==> config.mk <==
export PLATFORM = sky130hd
export DESIGN_NAME = multiset_mode_finder
export DESIGN_NICKNAME = d
export VERILOG_FILES = /design/src/hw/rtl/mmf_pkg.sv /design/src/hw/rtl/mmf_ctrl.sv /design/src/hw/rtl/mmf_datapath.sv /design/src/hw/rtl/multiset_mode_finder.sv
export SDC_FILE = /design/constraint.sdc
export NUM_CORES = 2
export LEC_CHECK = 0
export BUFFER_PORTS_ARGS = -buffer_cell sky130_fd_sc_hd__buf_4
export CAP_MARGIN = 10
export CORE_UTILIZATION = 45
export CTS_CLUSTER_SIZE = 20
export DETAILED_ROUTE_END_ITERATION = 8
export PLACE_DENSITY = 0.59
export SLEW_MARGIN = 30
export SYNTH_ARGS = -nofsm -noshare
export SYNTH_HDL_FRONTEND = slang
export SYNTH_HIERARCHICAL = 1
export SYNTH_SLANG_ARGS = --single-unit
export TNS_END_PERCENT = 10
==> constraint.sdc <==
create_clock -name clk -period 6.55 [get_ports clk]
set_input_delay 0.655 -clock clk [delete_from_list [all_inputs] [get_ports clk]]
set_output_delay 0.655 -clock clk [all_outputs]
set_load 0.02 [all_outputs]
==> src/hw/rtl/mmf_pkg.sv <==
// Shared types and constants for the multiset mode finder.
`timescale 1ns / 1ps

package mmf_pkg;

    localparam int VALUE_W     = 32;
    localparam int OCC_W       = 7;
    localparam int MAX_RESULTS = 64;
    localparam int OCC_MAX     = 127;

    typedef enum logic [2:0] {
        ST_IDLE,
        ST_CNT_START,
        ST_CNT_SCAN,
        ST_CNT_COMMIT,
        ST_EMIT_START,
        ST_EMIT_SCAN,
        ST_EMIT_OUT
    } state_t;

    typedef struct packed {
        logic load;
        logic cnt_start;
        logic cnt_mode;
        logic cnt_commit;
        logic emit_start;
        logic emit_mode;
        logic emit_commit;
    } cmd_t;

    typedef struct packed {
        logic scan_done;
        logic i_last;
        logic emit_last;
        logic out_free;
    } status_t;

endpackage

==> src/hw/rtl/mmf_ctrl.sv <==
// Sequencer for loading, counting and result emission.
`timescale 1ns / 1ps

module mmf_ctrl
    import mmf_pkg::*;
(
    input  logic    clk,
    input  logic    rst_n,
    input  logic    item_valid,
    input  logic    is_last,
    output logic    item_stall,
    input  status_t status,
    output cmd_t    cmd
);

    state_t state_reg;
    state_t state_next;

    always_ff @(posedge clk or negedge rst_n)
    begin
        if (!rst_n)
        begin
            state_reg <= ST_IDLE;
        end
        else
        begin
            state_reg <= state_next;
        end
    end

    always_comb
    begin
        state_next = state_reg;
        case (state_reg)
            ST_IDLE:
            begin
                if (item_valid && is_last)
                begin
                    state_next = ST_CNT_START;
                end
            end
            ST_CNT_START:
            begin
                state_next = ST_CNT_SCAN;
            end
            ST_CNT_SCAN:
            begin
                if (status.scan_done)
                begin
                    state_next = ST_CNT_COMMIT;
                end
            end
            ST_CNT_COMMIT:
            begin
                state_next = status.i_last ? ST_EMIT_START : ST_CNT_START;
            end
            ST_EMIT_START:
            begin
                state_next = ST_EMIT_SCAN;
            end
            ST_EMIT_SCAN:
            begin
                if (status.scan_done)
                begin
                    state_next = ST_EMIT_OUT;
                end
            end
            ST_EMIT_OUT:
            begin
                if (status.out_free)
                begin
                    state_next = status.emit_last ? ST_IDLE : ST_EMIT_START;
                end
            end
            default:
            begin
                state_next = ST_IDLE;
            end
        endcase
    end

    always_comb
    begin
        cmd        = '0;
        item_stall = 1'b1;
        case (state_reg)
            ST_IDLE:
            begin
                item_stall = 1'b0;
                cmd.load   = item_valid;
            end
            ST_CNT_START:
            begin
                cmd.cnt_start = 1'b1;
            end
            ST_CNT_SCAN:
            begin
                cmd.cnt_mode = 1'b1;
            end
            ST_CNT_COMMIT:
            begin
                cmd.cnt_commit = 1'b1;
            end
            ST_EMIT_START:
            begin
                cmd.emit_start = 1'b1;
            end
            ST_EMIT_SCAN:
            begin
                cmd.emit_mode = 1'b1;
            end
            ST_EMIT_OUT:
            begin
                cmd.emit_commit = status.out_free;
            end
            default:
            begin
                cmd = '0;
            end
        endcase
    end

endmodule

==> src/hw/rtl/mmf_datapath.sv <==
// Item store, occurrence counting, tie ordering and output register.
`timescale 1ns / 1ps

module mmf_datapath
    import mmf_pkg::*;
#(
    parameter int CAPACITY = 64
)
(
    input  logic               clk,
    input  logic               rst_n,
    input  cmd_t               cmd,
    output status_t            status,
    input  logic [VALUE_W-1:0] value,
    input  logic               is_last,
    output logic               mode_valid,
    input  logic               mode_stall,
    output logic [VALUE_W-1:0] mode_value,
    output logic [OCC_W-1:0]   occurrences,
    output logic               overflow,
    output logic               last_mode
);

    localparam int IW   = $clog2(CAPACITY);
    localparam int FW   = $clog2(CAPACITY + 1);
    localparam int CMPW = (FW > OCC_W) ? FW : OCC_W;

    logic [VALUE_W-1:0] store_mem [CAPACITY];
    logic [FW-1:0]      cnt_mem   [CAPACITY];

    logic [FW-1:0]      fill_reg;
    logic               ovf_reg;
    logic [IW-1:0]      i_reg;
    logic [FW-1:0]      j_reg;
    logic               scan_on_reg;
    logic               rv_reg;
    logic [VALUE_W-1:0] rdata_reg;
    logic [FW-1:0]      rcnt_reg;
    logic [VALUE_W-1:0] key_reg;
    logic [FW-1:0]      occ_reg;
    logic [FW-1:0]      best_reg;
    logic [VALUE_W-1:0] prev_reg;
    logic               have_prev_reg;
    logic [VALUE_W-1:0] min1_reg;
    logic               have1_reg;
    logic [VALUE_W-1:0] min2_reg;
    logic               have2_reg;
    logic [OCC_W-1:0]   emitted_reg;
    logic               out_valid_reg;
    logic [VALUE_W-1:0] out_value_reg;
    logic [OCC_W-1:0]   out_occ_reg;
    logic               out_ovf_reg;
    logic               out_last_reg;

    logic               full;
    logic               issue;
    logic               cand;
    logic [CMPW-1:0]    best_ext;
    logic [OCC_W-1:0]   occ_sat;
    logic [FW-1:0]      best_next;

    assign full     = (fill_reg == FW'(CAPACITY));
    assign issue    = scan_on_reg && (j_reg != fill_reg);
    assign cand     = rv_reg && cmd.emit_mode && (rcnt_reg == best_reg)
                      && (!have_prev_reg || (rdata_reg > prev_reg));
    assign best_ext = CMPW'(best_reg);
    assign occ_sat  = (best_ext > CMPW'(OCC_MAX)) ? OCC_W'(OCC_MAX) : OCC_W'(best_ext);
    assign best_next = (occ_reg > best_reg) ? occ_reg : best_reg;

    assign status.scan_done = !scan_on_reg && !rv_reg;
    assign status.i_last    = (FW'(i_reg) == (fill_reg - FW'(1)));
    assign status.emit_last = !have2_reg || (emitted_reg == OCC_W'(MAX_RESULTS - 1));
    assign status.out_free  = !out_valid_reg || !mode_stall;

    // storage
    always_ff @(posedge clk)
    begin
        if (cmd.load && !full)
        begin
            store_mem[fill_reg[IW-1:0]] <= value;
        end
        if (cmd.cnt_commit)
        begin
            cnt_mem[i_reg] <= occ_reg;
        end
        if (issue)
        begin
            rdata_reg <= store_mem[j_reg[IW-1:0]];
            rcnt_reg  <= cnt_mem[j_reg[IW-1:0]];
        end
        if (cmd.cnt_start)
        begin
            key_reg <= store_mem[i_reg];
        end
    end

    // fill level and search control
    always_ff @(posedge clk or negedge rst_n)
    begin
        if (!rst_n)
        begin
            fill_reg      <= '0;
            ovf_reg       <= 1'b0;
            i_reg         <= '0;
            j_reg         <= '0;
            scan_on_reg   <= 1'b0;
            rv_reg        <= 1'b0;
            occ_reg       <= '0;
            best_reg      <= '0;
            have_prev_reg <= 1'b0;
            have1_reg     <= 1'b0;
            have2_reg     <= 1'b0;
            emitted_reg   <= '0;
        end
        else
        begin
            rv_reg <= issue;
            if (issue)
            begin
                j_reg <= j_reg + FW'(1);
            end
            else if (scan_on_reg)
            begin
                scan_on_reg <= 1'b0;
            end

            if (cmd.load)
            begin
                if (!full)
                begin
                    fill_reg <= fill_reg + FW'(1);
                end
                else
                begin
                    ovf_reg <= 1'b1;
                end
                if (is_last)
                begin
                    i_reg         <= '0;
                    best_reg      <= '0;
                    have_prev_reg <= 1'b0;
                    emitted_reg   <= '0;
                end
            end

            if (cmd.cnt_start)
            begin
                j_reg       <= '0;
                scan_on_reg <= 1'b1;
                occ_reg     <= '0;
            end

            if (rv_reg && cmd.cnt_mode && (rdata_reg == key_reg))
            begin
                occ_reg <= occ_reg + FW'(1);
            end

            if (cmd.cnt_commit)
            begin
                best_reg <= best_next;
                i_reg    <= i_reg + IW'(1);
            end

            if (cmd.emit_start)
            begin
                j_reg       <= '0;
                scan_on_reg <= 1'b1;
                have1_reg   <= 1'b0;
                have2_reg   <= 1'b0;
            end

            // keep the two smallest distinct tied values above the last result
            if (cand)
            begin
                if (!have1_reg || (rdata_reg < min1_reg))
                begin
                    have2_reg <= have1_reg;
                    have1_reg <= 1'b1;
                end
                else if ((rdata_reg != min1_reg) && (!have2_reg || (rdata_reg < min2_reg)))
                begin
                    have2_reg <= 1'b1;
                end
            end

            if (cmd.emit_commit)
            begin
                have_prev_reg <= 1'b1;
                emitted_reg   <= emitted_reg + OCC_W'(1);
                if (status.emit_last)
                begin
                    fill_reg <= '0;
                    ovf_reg  <= 1'b0;
                end
            end
        end
    end

    always_ff @(posedge clk)
    begin
        if (cand)
        begin
            if (!have1_reg || (rdata_reg < min1_reg))
            begin
                min2_reg <= min1_reg;
                min1_reg <= rdata_reg;
            end
            else if ((rdata_reg != min1_reg) && (!have2_reg || (rdata_reg < min2_reg)))
            begin
                min2_reg <= rdata_reg;
            end
        end
        if (cmd.emit_commit)
        begin
            prev_reg      <= min1_reg;
            out_value_reg <= min1_reg;
            out_occ_reg   <= occ_sat;
            out_ovf_reg   <= ovf_reg;
            out_last_reg  <= status.emit_last;
        end
    end

    // result register
    always_ff @(posedge clk or negedge rst_n)
    begin
        if (!rst_n)
        begin
            out_valid_reg <= 1'b0;
        end
        else if (cmd.emit_commit)
        begin
            out_valid_reg <= 1'b1;
        end
        else if (!mode_stall)
        begin
            out_valid_reg <= 1'b0;
        end
    end

    assign mode_valid  = out_valid_reg;
    assign mode_value  = out_value_reg;
    assign occurrences = out_occ_reg;
    assign overflow    = out_ovf_reg;
    assign last_mode   = out_last_reg;

    a_fill_bound: assert property (@(posedge clk) disable iff (!rst_n)
        fill_reg <= FW'(CAPACITY))
        else $error("fill level above capacity");

    a_ovf_full: assert property (@(posedge clk) disable iff (!rst_n)
        ovf_reg |-> full)
        else $error("overflow flagged while store not full");

    a_emit_found: assert property (@(posedge clk) disable iff (!rst_n)
        cmd.emit_commit |-> (have1_reg && (best_reg != '0)))
        else $error("result emitted without a tied value");

    a_emit_order: assert property (@(posedge clk) disable iff (!rst_n)
        (cmd.emit_commit && have_prev_reg) |-> (min1_reg > prev_reg))
        else $error("tied values not ascending");

endmodule

==> src/hw/rtl/multiset_mode_finder.sv <==
// Top level of the multiset mode finder: controller plus datapath.
`timescale 1ns / 1ps

// Members of a set are taken one request per cycle while the block is idle
// and stored, up to CAPACITY of them; further members are dropped and flag
// overflow. The request marked last starts the search: for each stored member
// i the store is scanned once, through the single scan port of the item
// store, to count its occurrences. Each tied result then takes one further
// scan, and its output waits while the previous result waits to be taken; it
// is produced in ascending order, with the final one marked last_mode. The
// next set may start while the final result still waits to be taken. No
// input is taken during the search.

module multiset_mode_finder
    import mmf_pkg::*;
#(
    parameter int CAPACITY = 64
)
(
    input  logic               clk,
    input  logic               rst_n,
    input  logic               item_valid,
    output logic               item_stall,
    input  logic [VALUE_W-1:0] value,
    input  logic               is_last,
    output logic               mode_valid,
    input  logic               mode_stall,
    output logic [VALUE_W-1:0] mode_value,
    output logic [OCC_W-1:0]   occurrences,
    output logic               overflow,
    output logic               last_mode
);

    cmd_t    cmd;
    status_t status;

    mmf_ctrl u_ctrl (
        .clk        (clk),
        .rst_n      (rst_n),
        .item_valid (item_valid),
        .is_last    (is_last),
        .item_stall (item_stall),
        .status     (status),
        .cmd        (cmd)
    );

    mmf_datapath #(
        .CAPACITY (CAPACITY)
    ) u_datapath (
        .clk         (clk),
        .rst_n       (rst_n),
        .cmd         (cmd),
        .status      (status),
        .value       (value),
        .is_last     (is_last),
        .mode_valid  (mode_valid),
        .mode_stall  (mode_stall),
        .mode_value  (mode_value),
        .occurrences (occurrences),
        .overflow    (overflow),
        .last_mode   (last_mode)
    );

endmodule

==> results.toml <==
[yosys]
synth_ff_type = "edfxtp_1"
synth_nets = 6452
synth_edf_count = 2672
yosys-top-cells-area = "edfxtp_1, mux4_2, a22oi_1"
yosysWarnings = 6
ys_ff_latch = 2723
synth_top_area_share_pct = 68.0
postSynthAreaPerCell_um2 = 18.7
synthArstFlopShare_pct = 1.87
synth_area_mm2 = 0.118
yosysTopAreaCell = "edfxtp_1"
syn-instance-count = 6306
ys_seq_area_share_pct = 69.0
ys_types = 61

[routing]
drt_wl_total_mm = 402
wl_per_cell_um = 39.5
vias = 72226
drc = 0
drt_iter0_drc = 11703
drtPass1Iterations = 6
viasPerCell = 7.10
drtAntennaViolNets = 0

[final_layout]
area_delta_synth_final_pct = 13.2
instances_no_fill = 10169
fin_nets = 6587
layout-drive-gt1-share_pct = 25.2
final_util_pct = 51.4
largest_register_ffs = 2048

[timing]
max_freq_mhz = 214
tns_ns = 0
clock_skew_ns = 0.0643
tightest_slew_ns = 1.09
hold_viol_final = 0
fin_crit_sh_pct = 71.3
setup_viol = 0
min_period_ns = 4.67
slew_headroom_pct = 27.0
slew_viol_final = 0
rsz0062_at_grt = "no"

[placed_design]
gp_congestion = 0.904
portBuffers = 79
hpwl_mm = 242
placed_cells = 9628

[flow_run]
drv_cap = 0

[clocking]
post_cts_resize_count = 0
cts_num_sinks = 2723
cts_setup_buffers = 0
cts_inserted_buffers = 303
worst_skew_pair.late_latency_ns = 0.95
htree_levels = 5
hold_buffers = 1
clockBufferDepth = 4
cts_tree = "done"
cts-root-buf = "clkbuf_16"
path_clk_slew_ns = 0.06

[setup_path]
worstPathRequired_ns = 7.15
end_kind = "flip-flop"
worstSetupPathType = "reg2reg"
arrival_ns = 5.27
critPathLaunchType = "flip-flop"
crit_path_max_fanout = 20

[floorplanning]
io_pins = 80
core_area_mm2 = 0.260
die_h_um = 514
die_w_um = 514
dieArea_mm2 = 0.264
initial_core_util_pct = 45.4
fp-row-count = 187

[global_routing]
grt_antenna_before_repair = 22
grt_usage_pct = 30.1
grt_max_degree = 103
grt_pass1_wl_mm = 556
first_global_vias = 69987
grt-ovfl-total = 0

[hold_path]
hold_path.class = "in2reg"

[power]
ir_drop_uv = 344
total_leakage_power_nw = 42.0
pwr_density_cell_mw_per_mm2 = 409

[outcome]
status = "finished clean"
## layer usage
| layer | global-route usage (%) | part of all wire, % | vias to the layer above |
|---|---|---|---|
| met4 | 13.1 | 4.7 | 6 |
| met1 | 41.5 | 38 | 38003 |
| met5 | 0 | 0.0097 | - |
| met3 | 9.69 | 14 | 955 |
| met2 | 43.8 | 44 | 5679 |
| li1 | - | - | 27583 |
## layout make-up
cell class | count | area [um^2]
antenna | 12 | 30.0
clock buffer | 368 | 7940
clock inverter | 157 | 1400
fill | 20672 | 126000
inverter | 124 | 467
multi-input combinational | 2975 | 34700
sequential | 2723 | 81500
tap | 3496 | 4370
timing repair buffer | 314 | 3290
## metrics by stage
step                area, um^2  hold slack (ns)  worst slack, ns  power (mW)
detailed placement      124000            0.459             1.86        38.3
floorplan               118000            0.359             1.55        31.6
global placement        124000            0.458             1.95        38.2
finish                  134000           0.0940             1.88        54.7
CTS                     134000           0.0310             1.80        54.6
global route            134000           0.0904             1.74        56.1
## synthesized netlist by cell type, types with 4 or more instances
library cell and n:
edfxtp_1 2672, or3_1 7, o21ai_0 37, nor3b_1 8, a21o_1 12, a31oi_1 211, ha_1 109, o21ai_1 4
buf_1 106, o21a_1 5, inv_1 123, mux2_2 32, o211ai_1 11, nor2b_1 9, nand2b_1 8, nand2_1 86
and3_1 7, nor3_1 16, and2_1 4, clkbuf_1 246, mux2i_1 12, or2_2 5, a22oi_1 605, dfrtp_1 51
a211oi_1 4, xnor2_1 27, buf_6 7, nand3_1 54, nand3b_1 6, a22o_1 210, xor2_1 41, a21oi_1 89
buf_4 4, and3b_1 4, nand4_1 75, mux4_2 819, buf_2 121, nor2_1 166, a221oi_1 211, nor4_1 50
## worst max-delay path: stages (launching register included)
cell      delay (ns)
dfrtp_1         0.59
nor2_1          0.18
nand2_1         0.63
nor3_1          0.19
nor2b_1         0.45
nand4b_1        0.78
nor2_4          1.09
buf_4           0.38
## cells in the final DEF (no fill, tap or decap), drive strengths merged, types with 11 or more instances in the layout
master / instances
edfxtp: 2672
mux4: 819
a22oi: 605
clkbuf: 368
buf: 313
a31oi: 211
a221oi: 211
a22o: 210
nor2: 166
inv: 131
clkinv: 121
ha: 109
a21oi: 90
nand2: 86
nand4: 75
nand3: 54
dfrtp: 51
nor4: 50
xor2: 41
o21ai: 41
mux2: 32
xnor2: 27
bufinv: 24
nor3: 16
diode: 12
mux2i: 12
a21o: 12
o211ai: 11
## final timing paths
kind / startpoint / to / slack [ns] / cells past startpoint
min in group asynchronous: rst_n / u_datapath/have1_reg / 0.29 / 2
max reg2reg: u_datapath/fill_reg[4] / u_datapath/store_mem[3][16] / 1.88 / 7
max: u_datapath/fill_reg[4] / u_datapath/store_mem[3][16] / 1.88 / 7
min reg2reg: u_datapath/min1_reg[22] / u_datapath/mode_value[22] / 0.48 / 0
min: mode_stall / u_datapath/mode_valid / 0.09 / 3
max in group asynchronous: rst_n / u_datapath/j_reg[2] / 5.66 / 2
## report_power, final
group          internal [mW]  switching [mW]  total (mW)
clock                   9.54            6.83        16.4
combinational           7.18            10.4        17.5
sequential              19.8           0.981        20.8
## cell families after synthesis
logic type / after synthesis / share of synthesized area (%)
AO/OA/AOI/OAI: 1422 / 9.01
XOR/XNOR: 68 / 0.504
adder cells (fa/ha/maj): 109 / 1.16
buffers and inverters: 608 / 2.12
flip-flops: 2723 / 69.0
multiplexers: 863 / 16.0
AND/OR/NAND/NOR: 513 / 2.15
(Power assumes the default switching activity.)
